## config.mk

```make
export PLATFORM = sky130hd
export DESIGN_NAME = tam_fifo
export DESIGN_NICKNAME = d
export VERILOG_FILES = /design/src/rtl/tam_pkg.sv /design/src/rtl/tam_fifo.sv
export SDC_FILE = /design/constraint.sdc
export NUM_CORES = 1
export LEC_CHECK = 0
export BUFFER_PORTS_ARGS = -buffer_cell sky130_fd_sc_hd__buf_2
export CAP_MARGIN = 20
export CORE_ASPECT_RATIO = 1.2
export CORE_MARGIN = 3
export CORE_UTILIZATION = 35
export CTS_BUF_LIST = sky130_fd_sc_hd__clkbuf_4 sky130_fd_sc_hd__clkbuf_8 sky130_fd_sc_hd__clkbuf_16
export DETAILED_ROUTE_END_ITERATION = 16
export GPL_ROUTABILITY_DRIVEN = 0
export GPL_TIMING_DRIVEN = 0
export PLACE_DENSITY_LB_ADDON = 0.05
export SYNTH_ARGS = -nofsm -noshare
export SYNTH_HDL_FRONTEND = slang
export SYNTH_SLANG_ARGS = --single-unit
```

## constraint.sdc

```tcl
create_clock -name clk -period 4.2 [get_ports clk]
set_clock_uncertainty 0.15 [all_clocks]
set_input_delay 0.21 -clock clk [delete_from_list [all_inputs] [get_ports clk]]
set_output_delay 0.21 -clock clk [all_outputs]
set_load 0.05 [all_outputs]
```

## src/rtl/tam_pkg.sv

```systemverilog
// Shared types, constants and helpers for the tile average mosaic block.
package tam_pkg;

	localparam int MAX_TILES     = 64;
	localparam int MAX_IMAGE_DIM = 4096;
	localparam int TILE_W        = $clog2(MAX_TILES);        // tile index bits
	localparam int DIM_W         = $clog2(MAX_IMAGE_DIM) + 1; // register width, holds 4096
	localparam int POS_W         = $clog2(MAX_IMAGE_DIM);    // raster counters
	localparam int TC_W          = TILE_W + 1;               // tile count register
	localparam int COVER_W       = TC_W + DIM_W;             // tile_count * tile dimension
	localparam int AREA_W        = 2 * POS_W + 1;            // tile area, holds 4096 * 4096
	localparam int SUM_W         = 32;
	localparam int CH_W          = 8;
	localparam int FIFO_DEPTH    = 4;
	localparam int CFG_IDX_W     = 3;

	// Configuration register indexes
	typedef enum logic [CFG_IDX_W-1:0] {
		CFG_IMAGE_WIDTH  = 3'd0,
		CFG_IMAGE_HEIGHT = 3'd1,
		CFG_TILE_COUNT   = 3'd2,
		CFG_TILE_WIDTH   = 3'd3,
		CFG_TILE_HEIGHT  = 3'd4
	} cfg_idx_t;

	typedef struct packed {
		logic [CH_W-1:0] red;
		logic [CH_W-1:0] green;
		logic [CH_W-1:0] blue;
	} pixel_t;

	typedef struct packed {
		logic [TILE_W-1:0] tile_column;
		logic [TILE_W-1:0] tile_row;
		logic [CH_W-1:0]   mean_red;
		logic [CH_W-1:0]   mean_green;
		logic [CH_W-1:0]   mean_blue;
		logic              last_tile;
	} tile_t;

	// Configuration after saturation into the legal ranges
	typedef struct packed {
		logic [DIM_W-1:0] image_width;
		logic [DIM_W-1:0] image_height;
		logic [TC_W-1:0]  tile_count;
		logic [DIM_W-1:0] tile_width;
		logic [DIM_W-1:0] tile_height;
	} cfg_t;

	// Classified pixel passed from front to back
	typedef struct packed {
		logic [TILE_W-1:0] col;
		logic [TILE_W-1:0] row;
		logic              first;
		logic              done;
		logic              last;
		pixel_t            pix;
	} entry_t;

	typedef struct packed {
		logic [SUM_W-1:0] red;
		logic [SUM_W-1:0] green;
		logic [SUM_W-1:0] blue;
	} sum3_t;

	// Finished tile handed to the divider
	typedef struct packed {
		sum3_t             sums;
		logic [TILE_W-1:0] col;
		logic [TILE_W-1:0] row;
		logic              last;
	} div_req_t;

	function automatic logic [DIM_W-1:0] clamp_dim(input logic [DIM_W-1:0] v);
		logic [DIM_W-1:0] r;
		r = v;
		if (v == '0)
			r = DIM_W'(1);
		else if (v > DIM_W'(MAX_IMAGE_DIM))
			r = DIM_W'(MAX_IMAGE_DIM);
		return r;
	endfunction

	function automatic logic [TC_W-1:0] clamp_tiles(input logic [TC_W-1:0] v);
		logic [TC_W-1:0] r;
		r = v;
		if (v == '0)
			r = TC_W'(1);
		else if (v > TC_W'(MAX_TILES))
			r = TC_W'(MAX_TILES);
		return r;
	endfunction

endpackage

```

## src/rtl/tam_fifo.sv

```systemverilog
// Short queue of classified pixels between front and back.
module tam_fifo import tam_pkg::*; (
	input  logic   clk,
	input  logic   arst_n,
	input  logic   push,
	input  entry_t push_entry,
	input  logic   pop,
	output entry_t head,
	output logic   empty,
	output logic   full
);

	localparam int PTR_W = $clog2(FIFO_DEPTH);
	localparam int CNT_W = $clog2(FIFO_DEPTH + 1);

	entry_t           ent_q [FIFO_DEPTH];
	logic [PTR_W-1:0] wr_ptr_q, rd_ptr_q;
	logic [CNT_W-1:0] cnt_q;

	assign head  = ent_q[rd_ptr_q];
	assign empty = (cnt_q == '0);
	assign full  = (cnt_q == CNT_W'(FIFO_DEPTH));

	// storage
	always_ff @(posedge clk) begin
		if (push)
			ent_q[wr_ptr_q] <= push_entry;
	end

	// pointers and fill count
	always_ff @(posedge clk or negedge arst_n) begin
		if (!arst_n) begin
			wr_ptr_q <= '0;
			rd_ptr_q <= '0;
			cnt_q    <= '0;
		end else begin
			if (push)
				wr_ptr_q <= wr_ptr_q + PTR_W'(1);
			if (pop)
				rd_ptr_q <= rd_ptr_q + PTR_W'(1);
			if (push && !pop)
				cnt_q <= cnt_q + CNT_W'(1);
			else if (pop && !push)
				cnt_q <= cnt_q - CNT_W'(1);
		end
	end

	a_no_overflow: assert property (@(posedge clk) disable iff (!arst_n)
		!(push && full)) else $error("queue written while full");

	a_no_underflow: assert property (@(posedge clk) disable iff (!arst_n)
		pop |-> !empty) else $error("queue read while empty");

endmodule

```

==> impl_metrics.env <==
export IMPL_worstPathRequired_ns=3.84
export IMPL_grt_pass1_wl_mm=17.8
export IMPL_synth_area_sq_um=6070
export IMPL_combPwrFrac=0.401
export IMPL_critical_path_class="register to output port"
export IMPL_antenna_found_initial=0
export IMPL_synth_nets=287
export IMPL_cts_tree="built"
export IMPL_cts_sinks=163
export IMPL_hold_viol=0
export IMPL_drc=0
export IMPL_slew_viol_final=0
export IMPL_crit_family="buffers and inverters"
export IMPL_wirelength_mm=11.5
export IMPL_cts_reportedPaths_clkPinSlew_ns=0.06
export IMPL_row_count=52
export IMPL_cts_root_buf="clkbuf_16"
export IMPL_cp_cell_sequence="buf_6, buf_12, mux4_2, buf_2"
export IMPL_critical_path_depth=4
export IMPL_setup_viol=0
export IMPL_routedWlPerCell_microns=18.7
export IMPL_dr_pass1_iters=4
export IMPL_fmax_mhz=459
export IMPL_crit_fanout=10
export IMPL_ys_seq_area_frac=0.801
export IMPL_multi_input_area_sq_um=1090
export IMPL_path_buf_inv=3
export IMPL_startpoint="rd_ptr_q[0]"
export IMPL_cap_violations=0
export IMPL_initial_core_util=0.359
export IMPL_ys_ff_latch=163
export IMPL_hold_class="input port to asynchronous set/reset pin"
export IMPL_synthCells=238
export IMPL_nNetsFinal=435
export IMPL_area_delta_synth_final_pct=28.2
export IMPL_p_clk_frac=0.224
export IMPL_slowest_stage="mux4_2"
export IMPL_grt_setup_unrepaired="no"
export IMPL_status="finished, final reports clean"
export IMPL_cp_data_arrival_time_ns=1.82
export IMPL_switching_power_uw=2250
export IMPL_grt_start_max_net_pins=28
export IMPL_grt_pass1_vias=3062
export IMPL_start_kind="register"
export IMPL_yosysUniqueCellTypes=19
export IMPL_ys_warn_count=0
export IMPL_r2r_worst_path_cells=4
export IMPL_period_needed_ns=2.18
export IMPL_drt_iter0_drc=134
export IMPL_ant_nets=0
export IMPL_p_leak_uw=0.00274
export IMPL_drive_gt1_frac=0.425
export IMPL_switching_share=0.380
export IMPL_power_frac_seq=0.375
export IMPL_slew_headroom=0.466
export IMPL_fillers=1477
export IMPL_period_share=0.518
export IMPL_die_w_microns=126
export IMPL_numCtsBuffers=17
export IMPL_dp_hpwl_mm=7.01
export IMPL_antenna_cells=0
export IMPL_layout_common_cells="edfxtp_1, buf_2, dlygate4sd3_1, mux4_2, clkbuf_16"
export IMPL_p_int_uw=3660
export IMPL_htreeDepth=4
export IMPL_clock_path_buffers=2
export IMPL_vdd_ir_drop_worst_mv=0.289
export IMPL_die_area_sq_um=19000
export IMPL_io_pins=84
export IMPL_fin_setup_tns_ns=0
export IMPL_port_buffers=83
export IMPL_coreArea_sq_um=16900
export IMPL_vias_per_cell=4.69
export IMPL_worstSetupEndpointType="output port"
export IMPL_grt_overflow_total=0
export IMPL_r2r_start="wr_ptr_q[1]"
export IMPL_seq_area_sq_um=4860
export IMPL_die_y_microns=150
export IMPL_vias=2879
export IMPL_slowest_delay_ns=0.52
export IMPL_grt_util_all_layers=0.128
export IMPL_p_per_area_nw_per_um2=760
export IMPL_final_common_cell="edfxtp_1"
export IMPL_tightest_slew_ns=0.802
export IMPL_postSynthAreaPerCell_sq_um=25.5
export IMPL_final_util=0.460
export IMPL_postCtsSetupBuffers=0
export IMPL_clock_latency_ns=0.41
## cell type report
type	instances	area share
multi-input cells	62	0.140
repair buffers	129	0.120
clock buffers	18	0.0557
inverters	4	0.00193
plain buffers	9	0.0143
well taps	216	0.0347
flip-flops and latches	163	0.625
clock inverters	13	0.00917
## timing repair
| item | 4_1_cts | 5_1_grt |
|---|---|---|
| hold buffers | 42 | 0 |
| gates resized for setup | 0 | 0 |
| endpoints found under the hold margin | 167 | 0 |
## synth_stat cells
cell type,number,share of area
o21ai_0,1,0.00082
ha_1,5,0.010
nand2_1,2,0.0012
and2_1,4,0.0041
nor3b_1,1,0.0012
xor2_1,4,0.0058
fa_1,1,0.0033
buf_12,4,0.013
nor3_1,1,0.00082
nor2_1,1,0.00062
xnor2_1,2,0.0029
edfxtp_1,156,0.77
inv_1,4,0.0025
buf_6,1,0.0019
buf_2,4,0.0033
mux4_2,38,0.14
dfrtp_1,7,0.029
mux4_1,1,0.0043
mux2_2,1,0.0019
## registers in the layout (all words and copies together) (netlist names)
| register | count |
|---|---|
| cnt_q | 3 |
| wr_ptr_q | 2 |
| ent_q | 156 |
| rd_ptr_q | 2 |
## logic make-up after synthesis
family / synth area share
fa+ha+maj: 0.0136
simple gates: 0.00804
flops: 0.801
mux: 0.147
compound gates: 0.000824
buf+inv: 0.0208
xor+xnor: 0.00866
## worst paths after layout
kind                                     to  slack, ns
worst min register to register     cnt_q[2]       0.34
worst max register to register  ent_q[1][8]       2.19
min in group clk                   cnt_q[2]       0.34
worst min-delay path               cnt_q[2]       0.01
worst max-delay path               head[38]       2.02
max in group asynchronous       wr_ptr_q[1]       3.73
## stage by stage
step | power (uW) | cell area [sq um] | std cells | setup WS [ns] | hold slack (ns)
6_report | 5910 | 7780 | 614 | 2.02 | 0.0128
5_1_grt | 6210 | 7780 | 614 | 1.93 | 0.0279
4_1_cts | 6040 | 7780 | 614 | 1.99 | 0.00337
3_5_place_dp | 4670 | 6850 | 541 | 2.15 | -0.0961
3_3_place_gp | 4600 | 6750 | 537 | 1.18 | -0.0979
2_1_floorplan | 4060 | 6070 | 238 | 2.09 | -0.236
## routing by layer
metal	up-vias	routed length (microns)	global-route usage
li1	1297	-	-
met5	-	0	0
met4	0	213	0.0531
met3	13	462	0.0348
met2	64	6010	0.215
met1	1505	4790	0.159
## power by group through the flow
| stage | Sequential (uW) | Clock [uW] | Combinational, uW |
|---|---|---|---|
| after global placement | 2260 | 0 | 2340 |
| final | 2220 | 1320 | 2370 |
| after floorplan | 2230 | 0 | 1820 |
| after global routing | 2240 | 1450 | 2520 |
| after CTS | 2220 | 1370 | 2440 |
| after detailed placement | 2250 | 0 | 2410 |
(Power assumes the default switching activity.)
