### config.mk
export PLATFORM = sky130hd
export DESIGN_NAME = tam_divider
export DESIGN_NICKNAME = d
export VERILOG_FILES = /design/src/rtl/tam_pkg.sv /design/src/rtl/tam_divider.sv
export SDC_FILE = /design/constraint.sdc
export NUM_CORES = 1
export LEC_CHECK = 0
export BUFFER_PORTS_ARGS = -buffer_cell sky130_fd_sc_hd__buf_2
export CORE_MARGIN = 2
export CORE_UTILIZATION = 35
export DETAILED_ROUTE_END_ITERATION = 12
export PLACE_DENSITY = 0.6
export REMOVE_ABC_BUFFERS = 1
export SYNTH_ARGS = -nofsm -noshare
export SYNTH_HDL_FRONTEND = slang
export SYNTH_SLANG_ARGS = --single-unit
### constraint.sdc
create_clock -name clk -period 7 [get_ports clk]
set_input_delay 1.4 -clock clk [delete_from_list [all_inputs] [get_ports clk]]
set_output_delay 1.4 -clock clk [all_outputs]
set_load 0.1 [all_outputs]
### src/rtl/tam_pkg.sv
// Shared types, constants and helpers for the tile average mosaic block.
package tam_pkg;

	localparam int MAX_TILES     = 64;
	localparam int MAX_IMAGE_DIM = 4096;
	localparam int TILE_W        = $clog2(MAX_TILES);        // tile index bits
	localparam int DIM_W         = $clog2(MAX_IMAGE_DIM) + 1; // register width, holds 4096
	localparam int POS_W         = $clog2(MAX_IMAGE_DIM);    // raster counters
	localparam int TC_W          = TILE_W + 1;               // tile count register
	localparam int COVER_W       = TC_W + DIM_W;             // tile_count * tile dimension
	localparam int AREA_W        = 2 * POS_W + 1;            // tile area, holds 4096 * 4096
	localparam int SUM_W         = 32;
	localparam int CH_W          = 8;
	localparam int FIFO_DEPTH    = 4;
	localparam int CFG_IDX_W     = 3;

	// Configuration register indexes
	typedef enum logic [CFG_IDX_W-1:0] {
		CFG_IMAGE_WIDTH  = 3'd0,
		CFG_IMAGE_HEIGHT = 3'd1,
		CFG_TILE_COUNT   = 3'd2,
		CFG_TILE_WIDTH   = 3'd3,
		CFG_TILE_HEIGHT  = 3'd4
	} cfg_idx_t;

	typedef struct packed {
		logic [CH_W-1:0] red;
		logic [CH_W-1:0] green;
		logic [CH_W-1:0] blue;
	} pixel_t;

	typedef struct packed {
		logic [TILE_W-1:0] tile_column;
		logic [TILE_W-1:0] tile_row;
		logic [CH_W-1:0]   mean_red;
		logic [CH_W-1:0]   mean_green;
		logic [CH_W-1:0]   mean_blue;
		logic              last_tile;
	} tile_t;

	// Configuration after saturation into the legal ranges
	typedef struct packed {
		logic [DIM_W-1:0] image_width;
		logic [DIM_W-1:0] image_height;
		logic [TC_W-1:0]  tile_count;
		logic [DIM_W-1:0] tile_width;
		logic [DIM_W-1:0] tile_height;
	} cfg_t;

	// Classified pixel passed from front to back
	typedef struct packed {
		logic [TILE_W-1:0] col;
		logic [TILE_W-1:0] row;
		logic              first;
		logic              done;
		logic              last;
		pixel_t            pix;
	} entry_t;

	typedef struct packed {
		logic [SUM_W-1:0] red;
		logic [SUM_W-1:0] green;
		logic [SUM_W-1:0] blue;
	} sum3_t;

	// Finished tile handed to the divider
	typedef struct packed {
		sum3_t             sums;
		logic [TILE_W-1:0] col;
		logic [TILE_W-1:0] row;
		logic              last;
	} div_req_t;

	function automatic logic [DIM_W-1:0] clamp_dim(input logic [DIM_W-1:0] v);
		logic [DIM_W-1:0] r;
		r = v;
		if (v == '0)
			r = DIM_W'(1);
		else if (v > DIM_W'(MAX_IMAGE_DIM))
			r = DIM_W'(MAX_IMAGE_DIM);
		return r;
	endfunction

	function automatic logic [TC_W-1:0] clamp_tiles(input logic [TC_W-1:0] v);
		logic [TC_W-1:0] r;
		r = v;
		if (v == '0)
			r = TC_W'(1);
		else if (v > TC_W'(MAX_TILES))
			r = TC_W'(MAX_TILES);
		return r;
	endfunction

endpackage

### src/rtl/tam_divider.sv
// Mean unit: three restoring dividers sharing the tile area, one bit per cycle, output register.
module tam_divider import tam_pkg::*; (
	input  logic     clk,
	input  logic     arst_n,
	input  cfg_t     cfg,
	input  logic     load,
	input  div_req_t req,
	output logic     ready,
	output logic     tile_valid,
	input  logic     tile_stall,
	output tile_t    tile
);

	localparam int CNT_W = $clog2(SUM_W);
	localparam int NCH   = 3;

	typedef enum logic [2:0] {
		ST_IDLE = 3'b001,
		ST_RUN  = 3'b010,
		ST_DONE = 3'b100
	} state_t;

	state_t            state_q;
	logic [CNT_W-1:0]  cnt_q;
	logic [AREA_W-1:0] div_q;
	logic [SUM_W-1:0]  quo_q [NCH];
	logic [AREA_W-1:0] rem_q [NCH];
	logic [TILE_W-1:0] col_q, row_q;
	logic              last_q;

	logic [SUM_W-1:0]  quo_nx [NCH];
	logic [AREA_W-1:0] rem_nx [NCH];
	logic [SUM_W-1:0]  dvd_ld [NCH];

	assign ready      = (state_q == ST_IDLE);
	assign tile_valid = (state_q == ST_DONE);

	assign dvd_ld[0] = req.sums.red;
	assign dvd_ld[1] = req.sums.green;
	assign dvd_ld[2] = req.sums.blue;

	// one quotient bit per channel
	always_comb begin
		logic [AREA_W:0] sh;
		logic            ge;
		for (int i = 0; i < NCH; i++) begin
			sh        = {rem_q[i], quo_q[i][SUM_W-1]};
			ge        = sh >= {1'b0, div_q};
			rem_nx[i] = ge ? AREA_W'(sh - {1'b0, div_q}) : AREA_W'(sh);
			quo_nx[i] = {quo_q[i][SUM_W-2:0], ge};
		end
	end

	always_comb begin
		tile.tile_column = col_q;
		tile.tile_row    = row_q;
		tile.mean_red    = quo_q[0][CH_W-1:0];
		tile.mean_green  = quo_q[1][CH_W-1:0];
		tile.mean_blue   = quo_q[2][CH_W-1:0];
		tile.last_tile   = last_q;
	end

	// datapath
	always_ff @(posedge clk) begin
		if (load) begin
			div_q  <= AREA_W'(cfg.tile_width) * AREA_W'(cfg.tile_height);
			col_q  <= req.col;
			row_q  <= req.row;
			last_q <= req.last;
			for (int i = 0; i < NCH; i++) begin
				quo_q[i] <= dvd_ld[i];
				rem_q[i] <= '0;
			end
		end else if (state_q == ST_RUN) begin
			for (int i = 0; i < NCH; i++) begin
				quo_q[i] <= quo_nx[i];
				rem_q[i] <= rem_nx[i];
			end
		end
	end

	// sequencer
	always_ff @(posedge clk or negedge arst_n) begin
		if (!arst_n) begin
			state_q <= ST_IDLE;
			cnt_q   <= '0;
		end else begin
			unique case (state_q)
				ST_IDLE: begin
					if (load) begin
						state_q <= ST_RUN;
						cnt_q   <= CNT_W'(SUM_W - 1);
					end
				end
				ST_RUN: begin
					if (cnt_q == '0)
						state_q <= ST_DONE;
					else
						cnt_q <= cnt_q - CNT_W'(1);
				end
				ST_DONE: begin
					if (!tile_stall)
						state_q <= ST_IDLE;
				end
				default: state_q <= ST_IDLE;
			endcase
		end
	end

	a_load_starts: assert property (@(posedge clk) disable iff (!arst_n)
		load |=> (state_q == ST_RUN)) else $error("load did not start a division");

	a_done_holds: assert property (@(posedge clk) disable iff (!arst_n)
		(state_q == ST_DONE && tile_stall) |=> (state_q == ST_DONE))
		else $error("result dropped while stalled");

endmodule

==> results of run 1 <==
flip-flops by register name (all words and copies together) (netlist names):
signal   cells
last_q       1
div_q       25
row_q        6
quo_q       96
cnt_q        5
rem_q       75
state_q      3
col_q        6
Yosys cell counts, types with 13 or more instances:
cell type / count
and2_1: 88
clkbuf_1: 58
buf_4: 26
fa_1: 123
mux2i_1: 29
xor2_1: 28
a21o_1: 38
ha_1: 145
o21ai_0: 42
xnor2_1: 50
nor2_1: 100
nand3_1: 41
edfxtp_1: 209
nor3_1: 34
nand2_1: 426
a21oi_1: 99
a211oi_1: 14
inv_1: 237
nor2b_1: 13
o21a_1: 13
how the worst max path moves through the flow:
stage,from,endpoint,slack [ps]
floorplan,cfg[18],div_q[23],590
global placement,cfg[3],div_q[21],160
detailed placement,cfg[3],div_q[21],60
CTS,cfg[3],div_q[21],640
global route,cfg[6],div_q[23],300
finish,cfg[3],div_q[21],600
report_power, final:
part	switching (mW)	internal (mW)	leakage [nW]	total, mW
clock	0.553	0.773	0.398	1.33
combinational	3.40	2.21	7.23	5.61
sequential	0.117	1.91	2.19	2.03
layout make-up:
class,instances,area share (%)
tap,688,4.10
clock buffer,29,3.05
sequential,217,30.8
inverter,237,4.23
timing repair buffer,199,5.06
multi-input combinational,1463,51.9
clock inverter,16,0.857
cell families (layout without fill, tap and decap cells):
group | count (synthesis) | after routing | share of synthesized area (%)
AND/OR/NAND/NOR | 771 | 771 | 18.5
multiplexers | 29 | 29 | 1.55
adder cells (fa/ha/maj) | 268 | 268 | 22.8
flip-flops | 217 | 217 | 34.5
buffers and inverters | 339 | 481 | 7.58
AO/OA/AOI/OAI | 317 | 317 | 11.5
XOR/XNOR | 78 | 78 | 3.64
through the flow:
step / instances / area [um2] / setup slack (ps) / hold WS (ps)
5_1_grt: 2849 / 21000 / 298 / 534
4_1_cts: 2849 / 21000 / 643 / 509
2_1_floorplan: 1917 / 18200 / 587 / 463
3_3_place_gp: 2804 / 20200 / 158 / 481
6_report: 2849 / 21000 / 597 / 509
3_5_place_dp: 2804 / 20200 / 61.4 / 495
worst max-delay path, cell delays in order:
cell and delay [ps]:
buf_2 150, buf_4 160, and2_1 150, fa_1 530
inv_1 50, fa_1 530, inv_1 50, fa_1 490
fa_1 490, inv_1 50, fa_1 520, inv_1 40
ha_1 330, o21a_1 130, nor2_1 40, a21oi_1 220
a41oi_1 170, buf_4 170, a2111oi_0 590, a2111oi_2 140
buf_4 180, xnor2_1 110
metal layers:
metal | part of all wire (%) | wire (um) | GRT usage (%)
met5 | 0.027 | 12 | 0
met2 | 49 | 21500 | 27.4
met4 | 2.4 | 1060 | 4.57
met3 | 3.2 | 1400 | 1.57
met1 | 46 | 20300 | 20.5
==> reports/qor.csv, run 1 <==
metric;value;unit
Core Region;0.0528;mm2
Crit path required time;7300;ps
DP HPWL;32.9;mm
die footprint;0.0555;mm2
gr ovfl total;0;
Slew headroom;30.4;%
filler instances;5284;
status;finished, final reports clean;
fin nets;2583;
worst r2r src;div_q[16];
Starting Density;35.6;%
first-pass GRT wire length;72.0;mm
Ant. Diodes;0;
part of the Yosys area used for sequential elements;34.5;%
DR pass1 iterations;5;
CTS root buffer;clkbuf_16;
vias per cell;4.98;
DRC Markers;0;
TritonCTS Buffers;25;
peak supply drop;0.207;mV
postcts setup bufs;0;
largest net degree at the start of global routing;172;
clk slew on worst S/H paths;60;ps
worst slew pin tran;1040;ps
Setup crit end kind;flip-flop;
HP Class;flip-flop to flip-flop;
Final GP Congestion;0.863;
total power;8.96;mW
vias in the first global route;14220;
post_cts resized;0;
Worst setup SP type;primary input;
GRT Overall Usage;15.7;%
top post-synthesis cells by area;edfxtp_1 33%, fa_1 13%, ha_1 9.7%;
TNS Setup;0;ps
row count;84;
R2R Path End;rem_q[0][70];
CTS tree;done;
Reg2Reg Depth;10;
later-pin clock latency in the skew report;550;ps
fraction of registers with async set/reset;3.69;%
die width;236;um
max_cap viols;0;
cell area power density;426;mW/mm2
Yosys cell types;82;
syn_area_per_cell;9.30;um2
Hold Path Sink;quo_q[0][78];
Ports;211;
crit share post-route;91.5;%
Seq. cell area;0.00648;mm2
antenna-violating nets left;0;
htree depth;1;
# setup viols final;0;
top cell type's share of synthesized area;33.4;%
fraction of layout cells with a size suffix above 1;13.3;%
critical path arrival;6700;ps
Synth Flop Type;edfxtp_1;
Gate Count Post-Synth;2019;
reg2reg setup slack;3040;ps
max-slew violation count;0;
Die H;236;um
# port buffers;177;
Highest Clock Rate;156;MHz
antenna violations before repair;1;
RSZ-0062 raised after global routing;no;
HP Start;quo_q[0][77];
commonest non-fill, non-tap cell in the layout;nand2_1;
cell area after synthesis;0.0188;mm2
skew final;11.0;ps
number of hold buffers added after cts;0;
EDFF count, synth;209;
clock buffer depth;3;
Final Hold Fails;0;
Leak;9.81;nW
Post-Route WL;44.3;mm
Final min period;6400;ps
Synth-to-Final Area Change;11.9;%
routed len/inst;15.6;um
WHS Path Cells;2;
fin util;39.8;%
yosys warns;0;
TritonCTS Sinks;217;
kind of critical path;primary input to flip-flop;
Worst Path Max Fanout;8;
vias after detailed routing;14181;
Seq cells post-synth;217;
post-synth top area cell;edfxtp_1;
area occupied by multi-input gates;0.0109;mm2
most frequent cells in the layout;426 x nand2_1, 237 x inv_1, 209 x edfxtp_1;
First DRT Iteration DRCs;728;
(Power assumes the default switching activity.)
==> inputs of run 2 (changes only) <==
- CELL_PAD_IN_SITES_DETAIL_PLACEMENT: default -> 0
- CELL_PAD_IN_SITES_GLOBAL_PLACEMENT: default -> 2
- PLACE_DENSITY: 0.6 -> 0.85
==> run 2 against run 1 <==
Sequential share of layout area down 0.14 points. Sequential power about the same. Largest power group unchanged. Combinational power about the same. Maximum frequency up 1.4%. Via count up 0.42%.
==> reports/qor.csv, run 2 (synthesis results as in run 1) <==
metric;value;unit
WL met2;23.0;mm
Worst setup SP type;primary input;
peak supply drop;0.233;mV
Hold Path Sink;quo_q[0][49];
number of hold buffers added after cts;0;
Worst Path Max Fanout;3;
Slew headroom;25.4;%
HP Class;flip-flop to flip-flop;
worst slew pin tran;1120;ps
htree depth;1;
most flop-heavy register;quo_q;
max reg flops;96;
fin nets;2590;
Leak;9.87;nW
worst-path cell chain;buf_2 -> and2_1 -> fa_1 -> inv_1 -> fa_1 -> inv_1 -> fa_1 -> inv_1 -> fa_1 -> fa_1 -> inv_1 -> ha_1 -> and4_1 -> nor3_2 -> a21oi_1 -> a41oi_1 -> a2111oi_0 -> a2111oi_2 -> a21oi_1 -> xor2_1;
First DRT Iteration DRCs;791;
CTS tree;done;
cell area power density;429;mW/mm2
Synth-to-Final Area Change;12.4;%
reg2reg setup slack;3040;ps
GRT Overall Usage;17.2;%
TritonCTS Sinks;217;
HP Start;quo_q[0][48];
DRC Markers;0;
status;finished, final reports clean;
vias per cell;4.98;
most frequent cells in the layout;426 x nand2_1, 237 x inv_1, 209 x edfxtp_1;
row count;84;
DP HPWL;36.1;mm
Crit path required time;7280;ps
Final min period;6320;ps
worst r2r src;div_q[2];
Die H;236;um
Regs by FF count;quo_q: 96 flops, rem_q: 75 flops, div_q: 25 flops;
R2R Path End;rem_q[0][70];
crit share post-route;90.2;%
post_cts resized;0;
skew final;34.5;ps
critical path arrival;6600;ps
Setup crit end kind;flip-flop;
WHS Path Cells;2;
max_cap viols;0;
metal1 wirelength;21.9;mm
routed len/inst;16.7;um
max-slew violation count;0;
cell mode on critical path;fa_1;
die footprint;0.0555;mm2
Top delay family on crit path;adder cells;
# setup viols final;0;
DR pass1 iterations;4;
dpl cells;2811;
Final Hold Fails;0;
gr ovfl total;0;
first-pass GRT wire length;77.4;mm
fraction of layout cells with a size suffix above 1;13.5;%
antenna-violating nets left;0;
clk slew on worst S/H paths;60;ps
vias after detailed routing;14241;
# port buffers;177;
vias in the first global route;14687;
postcts setup bufs;0;
RSZ-0062 raised after global routing;no;
wire length on met3;1.69;mm
Highest Clock Rate;158;MHz
clock buffer depth;3;
Starting Density;35.6;%
later-pin clock latency in the skew report;560;ps
Core Region;0.0528;mm2
commonest non-fill, non-tap cell in the layout;nand2_1;
Final GP Congestion;0.827;
Post-Route WL;47.7;mm
Ports;211;
Max Used Layer;met4;
Reg2Reg Depth;10;
antenna violations before repair;2;
worst setup margin;684;ps
CP max stage delay;540;ps
largest net degree at the start of global routing;172;
CP bufs+invs;5;
Crit-path slowest cell;fa_1;
die width;236;um
CTS root buffer;clkbuf_16;
Non-Filler Instances;2859;
kind of critical path;primary input to flip-flop;
TNS Setup;0;ps
Setup WS pre-CTS;83.9;ps
TritonCTS Buffers;25;
## run 2: cell count changes in the layout (fill, tap and decap cells not counted), sizes merged
cell / delta
buf: +7
diode: +4
clkinvlp: -2
bufinv: +1
clkbuf: -1
inv: +1
## run 2: worst max-delay path by stage
stage | cells past startpoint | from | end | slack (ps)
floorplan | 19 | cfg[18] | div_q[23] | 590
global placement | 20 | cfg[18] | div_q[23] | 90
detailed placement | 20 | cfg[18] | div_q[23] | 80
CTS | 20 | cfg[18] | div_q[23] | 660
global route | 21 | cfg[19] | div_q[23] | 330
finish | 20 | cfg[18] | div_q[23] | 680
## run 2: worst min-delay path: stages, from the launching register on
cell and delay [ps]:
edfxtp_1 320, nand2_1 40, nand2_1 40
## run 2: layer usage
metal,track usage [%],vias up
met4,4.57,0
met5,0,-
met2,29.7,237
met3,2.30,66
met1,22.6,6909
li1,-,7029
## run 2: layout make-up
class	instances	area, um2
fillers	5341	31700
multi-input cells	1463	10900
flip-flops and latches	217	6480
repair buffers	206	1120
inverters	237	890
well taps	688	861
clock buffers	28	657
clock inverters	16	195
diodes	4	10.0
## run 2: per-stage QoR
stage	hold WS [ps]	area [um2]	total power, mW	util, %
3_5_place_dp	494	20200	7.67	38.4
5_1_grt	529	21100	9.91	40.0
3_3_place_gp	484	20200	7.62	38.4
4_1_cts	479	21100	9.12	40.0
6_report	484	21100	9.05	40.0
2_1_floorplan	463	18200	6.42	-
## run 2: power by group
group | switching [mW] | internal [mW]
Sequential | 0.120 | 1.91
Combinational | 3.42 | 2.21
Clock | 0.568 | 0.824
