===== src/rtl/tam_pkg.sv =====
// Shared types, constants and helpers for the tile average mosaic block.
package tam_pkg;

	localparam int MAX_TILES     = 64;
	localparam int MAX_IMAGE_DIM = 4096;
	localparam int TILE_W        = $clog2(MAX_TILES);        // tile index bits
	localparam int DIM_W         = $clog2(MAX_IMAGE_DIM) + 1; // register width, holds 4096
	localparam int POS_W         = $clog2(MAX_IMAGE_DIM);    // raster counters
	localparam int TC_W          = TILE_W + 1;               // tile count register
	localparam int COVER_W       = TC_W + DIM_W;             // tile_count * tile dimension
	localparam int AREA_W        = 2 * POS_W + 1;            // tile area, holds 4096 * 4096
	localparam int SUM_W         = 32;
	localparam int CH_W          = 8;
	localparam int FIFO_DEPTH    = 4;
	localparam int CFG_IDX_W     = 3;

	// Configuration register indexes
	typedef enum logic [CFG_IDX_W-1:0] {
		CFG_IMAGE_WIDTH  = 3'd0,
		CFG_IMAGE_HEIGHT = 3'd1,
		CFG_TILE_COUNT   = 3'd2,
		CFG_TILE_WIDTH   = 3'd3,
		CFG_TILE_HEIGHT  = 3'd4
	} cfg_idx_t;

	typedef struct packed {
		logic [CH_W-1:0] red;
		logic [CH_W-1:0] green;
		logic [CH_W-1:0] blue;
	} pixel_t;

	typedef struct packed {
		logic [TILE_W-1:0] tile_column;
		logic [TILE_W-1:0] tile_row;
		logic [CH_W-1:0]   mean_red;
		logic [CH_W-1:0]   mean_green;
		logic [CH_W-1:0]   mean_blue;
		logic              last_tile;
	} tile_t;

	// Configuration after saturation into the legal ranges
	typedef struct packed {
		logic [DIM_W-1:0] image_width;
		logic [DIM_W-1:0] image_height;
		logic [TC_W-1:0]  tile_count;
		logic [DIM_W-1:0] tile_width;
		logic [DIM_W-1:0] tile_height;
	} cfg_t;

	// Classified pixel passed from front to back
	typedef struct packed {
		logic [TILE_W-1:0] col;
		logic [TILE_W-1:0] row;
		logic              first;
		logic              done;
		logic              last;
		pixel_t            pix;
	} entry_t;

	typedef struct packed {
		logic [SUM_W-1:0] red;
		logic [SUM_W-1:0] green;
		logic [SUM_W-1:0] blue;
	} sum3_t;

	// Finished tile handed to the divider
	typedef struct packed {
		sum3_t             sums;
		logic [TILE_W-1:0] col;
		logic [TILE_W-1:0] row;
		logic              last;
	} div_req_t;

	function automatic logic [DIM_W-1:0] clamp_dim(input logic [DIM_W-1:0] v);
		logic [DIM_W-1:0] r;
		r = v;
		if (v == '0)
			r = DIM_W'(1);
		else if (v > DIM_W'(MAX_IMAGE_DIM))
			r = DIM_W'(MAX_IMAGE_DIM);
		return r;
	endfunction

	function automatic logic [TC_W-1:0] clamp_tiles(input logic [TC_W-1:0] v);
		logic [TC_W-1:0] r;
		r = v;
		if (v == '0)
			r = TC_W'(1);
		else if (v > TC_W'(MAX_TILES))
			r = TC_W'(MAX_TILES);
		return r;
	endfunction

endpackage


===== src/rtl/tam_front.sv =====
// Front end: raster and tile position tracking, pixel classification.
module tam_front import tam_pkg::*; (
	input  logic   clk,
	input  logic   arst_n,
	input  cfg_t   cfg,
	input  logic   pixel_valid,
	output logic   pixel_stall,
	input  pixel_t pixel,
	input  logic   fifo_full,
	output logic   push,
	output entry_t push_entry
);

	logic [POS_W-1:0]  cp_q, rp_q, cit_q, rit_q;
	logic [TILE_W-1:0] ctc_q, ctr_q;

	logic               accept, covered;
	logic [COVER_W-1:0] cover_w, cover_h;
	logic               col_end, row_end, tw_end, th_end, ctc_more, ctr_more;

	assign pixel_stall = fifo_full;
	assign accept      = pixel_valid && !fifo_full;

	// covered area and tile edge tests
	always_comb begin
		cover_w  = COVER_W'(cfg.tile_count) * COVER_W'(cfg.tile_width);
		cover_h  = COVER_W'(cfg.tile_count) * COVER_W'(cfg.tile_height);
		covered  = (COVER_W'(cp_q) < cover_w) && (COVER_W'(rp_q) < cover_h) &&
		           (TC_W'(ctc_q) < cfg.tile_count) && (TC_W'(ctr_q) < cfg.tile_count);
		col_end  = (DIM_W'(cp_q) + DIM_W'(1)) >= cfg.image_width;
		row_end  = (DIM_W'(rp_q) + DIM_W'(1)) >= cfg.image_height;
		tw_end   = (DIM_W'(cit_q) + DIM_W'(1)) >= cfg.tile_width;
		th_end   = (DIM_W'(rit_q) + DIM_W'(1)) >= cfg.tile_height;
		ctc_more = (TC_W'(ctc_q) + TC_W'(1)) < cfg.tile_count;
		ctr_more = (TC_W'(ctr_q) + TC_W'(1)) < cfg.tile_count;
	end

	assign push = accept && covered;

	always_comb begin
		push_entry.col   = ctc_q;
		push_entry.row   = ctr_q;
		push_entry.first = (cit_q == '0) && (rit_q == '0);
		push_entry.done  = tw_end && th_end;
		push_entry.last  = ((TC_W'(ctc_q) + TC_W'(1)) == cfg.tile_count) &&
		                   ((TC_W'(ctr_q) + TC_W'(1)) == cfg.tile_count);
		push_entry.pix   = pixel;
	end

	// raster and tile counters
	always_ff @(posedge clk or negedge arst_n) begin
		if (!arst_n) begin
			cp_q  <= '0;
			rp_q  <= '0;
			cit_q <= '0;
			rit_q <= '0;
			ctc_q <= '0;
			ctr_q <= '0;
		end else if (accept) begin
			if (col_end) begin
				cp_q  <= '0;
				cit_q <= '0;
				ctc_q <= '0;
				if (row_end) begin
					rp_q  <= '0;
					rit_q <= '0;
					ctr_q <= '0;
				end else begin
					rp_q <= rp_q + POS_W'(1);
					if (th_end) begin
						rit_q <= '0;
						if (ctr_more)
							ctr_q <= ctr_q + TILE_W'(1);
					end else begin
						rit_q <= rit_q + POS_W'(1);
					end
				end
			end else begin
				cp_q <= cp_q + POS_W'(1);
				if (tw_end) begin
					cit_q <= '0;
					if (ctc_more)
						ctc_q <= ctc_q + TILE_W'(1);
				end else begin
					cit_q <= cit_q + POS_W'(1);
				end
			end
		end
	end

endmodule


===== config.mk =====
export PLATFORM = sky130hd
export DESIGN_NAME = tam_front
export DESIGN_NICKNAME = d
export VERILOG_FILES = /design/src/rtl/tam_pkg.sv /design/src/rtl/tam_front.sv
export SDC_FILE = /design/constraint.sdc
export NUM_CORES = 1
export LEC_CHECK = 0
export CORE_AREA = 4 4 165 167
export CTS_BUF_LIST = sky130_fd_sc_hd__clkbuf_4 sky130_fd_sc_hd__clkbuf_8
export CTS_CLUSTER_DIAMETER = 40
export DETAILED_ROUTE_END_ITERATION = 10
export DIE_AREA = 0 0 169 171
export DONT_BUFFER_PORTS = 1
export GPL_ROUTABILITY_DRIVEN = 0
export GPL_TIMING_DRIVEN = 0
export PLACE_DENSITY = 0.63
export SLEW_MARGIN = 5
export SYNTH_ARGS = -nofsm -noshare
export SYNTH_HDL_FRONTEND = slang
export SYNTH_SLANG_ARGS = --single-unit

===== constraint.sdc =====
create_clock -name clk -period 6.8 [get_ports clk]
set_input_delay 0.68 -clock clk [delete_from_list [all_inputs] [get_ports clk]]
set_output_delay 0.68 -clock clk [all_outputs]
set_load 0.1 [all_outputs]

==> metrics.txt <==
# TYPE chip_impl_metric gauge
chip_impl_info{name="run_status",value="complete, but fails checks"} 1
chip_impl_info{name="failed_checks",value="setup timing"} 1
chip_impl_metric{name="dr.pass1.iters",unit=""} 5
chip_impl_metric{name="mappedNetlistArea",unit="um2"} 11600
chip_impl_metric{name="finalMaxSlewViolations",unit=""} 0
chip_impl_metric{name="timing.critical_path.required",unit="ns"} 6.12
chip_impl_metric{name="p_leak",unit="nW"} 6.74
chip_impl_info{name="dominant_combinational_cell_family_by_area_after_synthesis",value="adder cells"} 1
chip_impl_metric{name="grt_first_pass_wirelength",unit="um"} 49800
chip_impl_metric{name="synth_xor_xnor_area_share",unit="%"} 4.89
chip_impl_metric{name="power_switching",unit="mW"} 1.58
chip_impl_metric{name="timing.clock.skew",unit="ns"} 0.00772
chip_impl_metric{name="overall_die_area",unit="um2"} 28900
chip_impl_metric{name="route.detailed.vias_per_inst",unit=""} 5.44
chip_impl_metric{name="ff_latch_area",unit="um2"} 1500
chip_impl_metric{name="worstMarginPinSlew",unit="ns"} 1.11
chip_impl_metric{name="yosys.area_share.adder",unit="%"} 38.4
chip_impl_metric{name="worstPathArrival",unit="ns"} 6.36
chip_impl_info{name="timing.critical_path.slowest_stage_cell",value="sky130_fd_sc_hd__a21oi_4"} 1
chip_impl_metric{name="final_core_util",unit="%"} 51.9
chip_impl_metric{name="timing.critical_path.fanout_max",unit=""} 7
chip_impl_metric{name="syn_nets",unit=""} 1793
chip_impl_metric{name="avgRoutedWirePerCell",unit="um"} 16.7
chip_impl_info{name="setup.worst_path.end_class",value="output port"} 1
chip_impl_metric{name="io_buffer_count",unit=""} 0
chip_impl_metric{name="detailroute.via_count",unit=""} 9855
chip_impl_metric{name="fin_crit",unit="ns"} 7.04
chip_impl_metric{name="fin_worst_hold_slack",unit="ns"} 0.136
chip_impl_metric{name="worst_slack",unit="ns"} -0.238
chip_impl_metric{name="pwr-share-comb",unit="%"} 75.0
chip_impl_metric{name="ys_seq_elements",unit=""} 60
chip_impl_info{name="crit_chain",value="clkinvlp_4 > buf_4 > nor2_1 > fa_1 > fa_1 > fa_1 > inv_2 > fa_1 > inv_2 > ha_4 > or3_4 > a21oi_4 > inv_2 > a31oi_4 > xnor2_2 > ha_4 > a21o_4 > a2111oi_4 > a21oi_1 > nand4_1 > nor4_4 > a211o_1 > a21oi_4"} 1
chip_impl_metric{name="nNetsFinal",unit=""} 1850
chip_impl_metric{name="synth_sequential_area_ratio",unit="%"} 12.9
chip_impl_info{name="worstSetupPathType",value="primary input to output port"} 1
chip_impl_metric{name="power.switching_fraction",unit="%"} 47.5
chip_impl_info{name="synth_flop_cell",value="sky130_fd_sc_hd__dfrtp_1"} 1
chip_impl_metric{name="async_reset_ff_share",unit="%"} 100
chip_impl_metric{name="routed_wl",unit="um"} 30300
chip_impl_metric{name="flow.area_growth_from_synthesis",unit="%"} 15.0
chip_impl_metric{name="htree_levels",unit=""} 3
chip_impl_metric{name="syn-mean-instance-area",unit="um2"} 8.23
chip_impl_metric{name="vias_in_the_first_global_route",unit=""} 9919
chip_impl_info{name="critical-path-top-cell-by-count",value="sky130_fd_sc_hd__fa_1"} 1
chip_impl_metric{name="max_freq",unit="MHz"} 142
chip_impl_metric{name="detailedPlace.worstSlack",unit="ns"} -1.24
chip_impl_metric{name="antenna_found_initial",unit=""} 0
chip_impl_metric{name="initial_util",unit="%"} 45.2
chip_impl_metric{name="place.detailed.hpwl",unit="um"} 23900
chip_impl_metric{name="totalPowerFinal",unit="mW"} 3.32
chip_impl_metric{name="dpl_cell_area",unit="um2"} 12300
chip_impl_info{name="tritoncts",value="done"} 1
chip_impl_metric{name="fp-row-count",unit=""} 59
chip_impl_metric{name="gr-total-overflow",unit=""} 0
chip_impl_metric{name="clk_pin_slew_worst_paths",unit="ns"} 0.07
chip_impl_metric{name="remaining_drc_errors",unit=""} 0
chip_impl_metric{name="number_of_max_capacitance_violations_reported",unit=""} 0
chip_impl_metric{name="multiInputGateArea",unit="um2"} 9370
chip_impl_metric{name="clockBufferDepth",unit=""} 2
chip_impl_info{name="cts-root-buf",value="sky130_fd_sc_hd__clkbuf_8"} 1
chip_impl_metric{name="synthesis.instances",unit=""} 1414
chip_impl_metric{name="layout-drive-gt1-share",unit="%"} 14.3
chip_impl_metric{name="die_width",unit="um"} 169
chip_impl_metric{name="share_clk_of_total_power",unit="%"} 12.7
chip_impl_metric{name="drt_iter0_markers",unit=""} 515
chip_impl_metric{name="synth.area.mux_share",unit="%"} 0.366
chip_impl_metric{name="power_frac_seq",unit="%"} 12.4
chip_impl_metric{name="fillerInstances",unit=""} 2421
chip_impl_metric{name="worst_ir_drop_vdd",unit="V"} 0.000325
chip_impl_info{name="holdCritPathClass",value="primary input to async pin"} 1
chip_impl_metric{name="boundaryPins",unit=""} 128
chip_impl_metric{name="finalHoldViolations",unit=""} 0
chip_impl_metric{name="synthDistinctLibCells",unit=""} 82
chip_impl_metric{name="synth_area_in_simple_gates",unit="%"} 18.3
chip_impl_metric{name="pin_count_of_the_biggest_net_entering_global_routing",unit=""} 61
chip_impl_metric{name="critical-path-max-stage-delay",unit="ns"} 0.57
chip_impl_metric{name="synth-compound-area-share",unit="%"} 15.0
chip_impl_metric{name="worst_slew_margin_rel",unit="%"} 26.0
chip_impl_metric{name="dp.cells",unit=""} 1751
chip_impl_info{name="critical_path.startpoint_type",value="primary input"} 1
chip_impl_metric{name="final_antenna_net_count",unit=""} 0
chip_impl_metric{name="cts_buffer_count",unit=""} 9
chip_impl_metric{name="powerDensity",unit="nW/um2"} 248
chip_impl_metric{name="number_of_synthesized_flops_with_an_enable_pin",unit=""} 0
chip_impl_metric{name="floorplan.core_area",unit="um2"} 25800
chip_impl_metric{name="dieHeight",unit="um"} 171
chip_impl_metric{name="cts.sinks",unit=""} 60
chip_impl_info{name="grt_setup_unrepaired",value="yes"} 1
chip_impl_metric{name="layout.cell_area.non_filler",unit="um2"} 13400
chip_impl_metric{name="antenna_diode_instance_count",unit=""} 0
chip_impl_metric{name="clock_latency",unit="ns"} 0.36
chip_impl_metric{name="setup_total_negative_slack",unit="ns"} -0.238
chip_impl_metric{name="synthesis.yosys.warnings",unit=""} 0
chip_impl_metric{name="power.internal",unit="mW"} 1.74
chip_impl_metric{name="share_of_the_clock_period_used_by_the_worst_path",unit="%"} 103
chip_impl_metric{name="timing.final.setup_violations",unit=""} 1
chip_impl_metric{name="final_cell_count_without_fillers",unit=""} 1811
chip_impl_metric{name="grt.total_usage",unit="%"} 21.0
-- state kept, by name (all words and copies together), names as in the netlist --
name / count
ctr_q: 6
rp_q: 12
cit_q: 12
rit_q: 12
ctc_q: 6
cp_q: 12
-- final cells by class --
cell class	count	share of cell area, %
Inverter	223	6.82
Tap cell	335	3.13
Buffer	58	3.73
Sequential cell	60	11.2
Clock buffer	12	1.19
Multi-Input combinational cell	1073	70.0
Timing Repair Buffer	46	3.21
Clock inverter	4	0.711
-- what timing repair did --
action | 4_1_cts | 5_1_grt
pin swaps | 51 | 43
hold endpoints to repair | 0 | 41
resized for setup | 99 | 23
gates cloned | 0 | 0
setup buffers | 34 | 8
setup endpoints to repair | 1 | 1
hold buffers | 0 | 2
-- logic make-up (layout without fill, tap and decap cells) --
kind of cell / count (synthesis) / in the layout
AOI/OAI and AO/OA: 257 / 257
xor gates and xnor gates: 65 / 65
adders and majority gates: 292 / 292
buffers and inverters: 281 / 343
DFF: 60 / 60
muxes: 4 / 4
and+or+nand+nor: 455 / 455
-- worst max-delay path: cells and delay by family --
kind | cells | cell delay, ns
compound gates | 7 | 1.87
xor+xnor | 1 | 0.17
fa+ha+maj | 6 | 2.36
buf+inv | 5 | 0.50
simple gates | 4 | 0.74
-- final timing paths --
| check | slack (ns) | from | endpoint | cells after the start |
|---|---|---|---|---|
| max | -0.24 | cfg[4] | push | 23 |
| min | 0.14 | arst_n | ctc_q[2] | 1 |
| max reg2reg | 2.59 | cp_q[0] | ctr_q[3] | 12 |
| min reg2reg | 0.57 | rp_q[5] | rp_q[5] | 1 |
| max in group asynchronous | 6.44 | arst_n | rit_q[5] | 1 |
| min in group clk | 0.57 | rp_q[5] | rp_q[5] | 1 |
-- cell usage after synthesis (16+ instances only) --
master                     number  area share (%)
sky130_fd_sc_hd__a21oi_1       46             2.0
sky130_fd_sc_hd__a32o_1        21             1.8
sky130_fd_sc_hd__and3_1        22             1.2
sky130_fd_sc_hd__buf_4         25             1.6
sky130_fd_sc_hd__clkbuf_1      25            0.81
sky130_fd_sc_hd__dfrtp_1       60              13
sky130_fd_sc_hd__fa_1         108              19
sky130_fd_sc_hd__ha_1         184              20
sky130_fd_sc_hd__inv_1        217             7.0
sky130_fd_sc_hd__nand2_1      141             4.5
sky130_fd_sc_hd__nand3_1       45             1.9
sky130_fd_sc_hd__nor2_1       149             4.8
sky130_fd_sc_hd__o21a_1        16             1.0
sky130_fd_sc_hd__o21ai_0       79             3.4
sky130_fd_sc_hd__xnor2_1       31             2.3
sky130_fd_sc_hd__xor2_1        34             2.6
-- per-layer routing --
metal	GRT usage (%)	routed length [um]	vias up
met5	0	0	-
met4	4.41	602	0
met3	3.88	1460	41
met2	36.5	14900	223
met1	27.4	13300	4750
li1	-	-	4841
-- power groups by stage --
| stage | registers [mW] | logic (mW) | clock network, mW |
|---|---|---|---|
| floorplan | 0.408 | 1.68 | 0 |
| global placement | 0.417 | 2.05 | 0 |
| detailed placement | 0.417 | 2.11 | 0 |
| CTS | 0.410 | 2.37 | 0.427 |
| global route | 0.415 | 2.81 | 0.444 |
| finish | 0.410 | 2.49 | 0.420 |
-- layout by cell type (no fill, tap or decap), types with 13 or more instances in the layout --
cell type                  Yosys  layout
sky130_fd_sc_hd__a21o_1       14      13
sky130_fd_sc_hd__a21oi_1      46      40
sky130_fd_sc_hd__a32o_1       21      21
sky130_fd_sc_hd__and2_1       15      15
sky130_fd_sc_hd__and3_1       22      22
sky130_fd_sc_hd__buf_4        25      64
sky130_fd_sc_hd__clkbuf_1     25      17
sky130_fd_sc_hd__dfrtp_1      60      60
sky130_fd_sc_hd__fa_1        108     108
sky130_fd_sc_hd__ha_1        184     173
sky130_fd_sc_hd__inv_1       217     205
sky130_fd_sc_hd__nand2_1     141     140
sky130_fd_sc_hd__nand3_1      45      44
sky130_fd_sc_hd__nor2_1      149     119
sky130_fd_sc_hd__nor2_2        2      22
sky130_fd_sc_hd__nor2b_1      15      15
sky130_fd_sc_hd__o21a_1       16      16
sky130_fd_sc_hd__o21ai_0      79      77
sky130_fd_sc_hd__xnor2_1      31      29
sky130_fd_sc_hd__xor2_1       34      33
No activity file was read; power rests on OpenSTA's default activity.
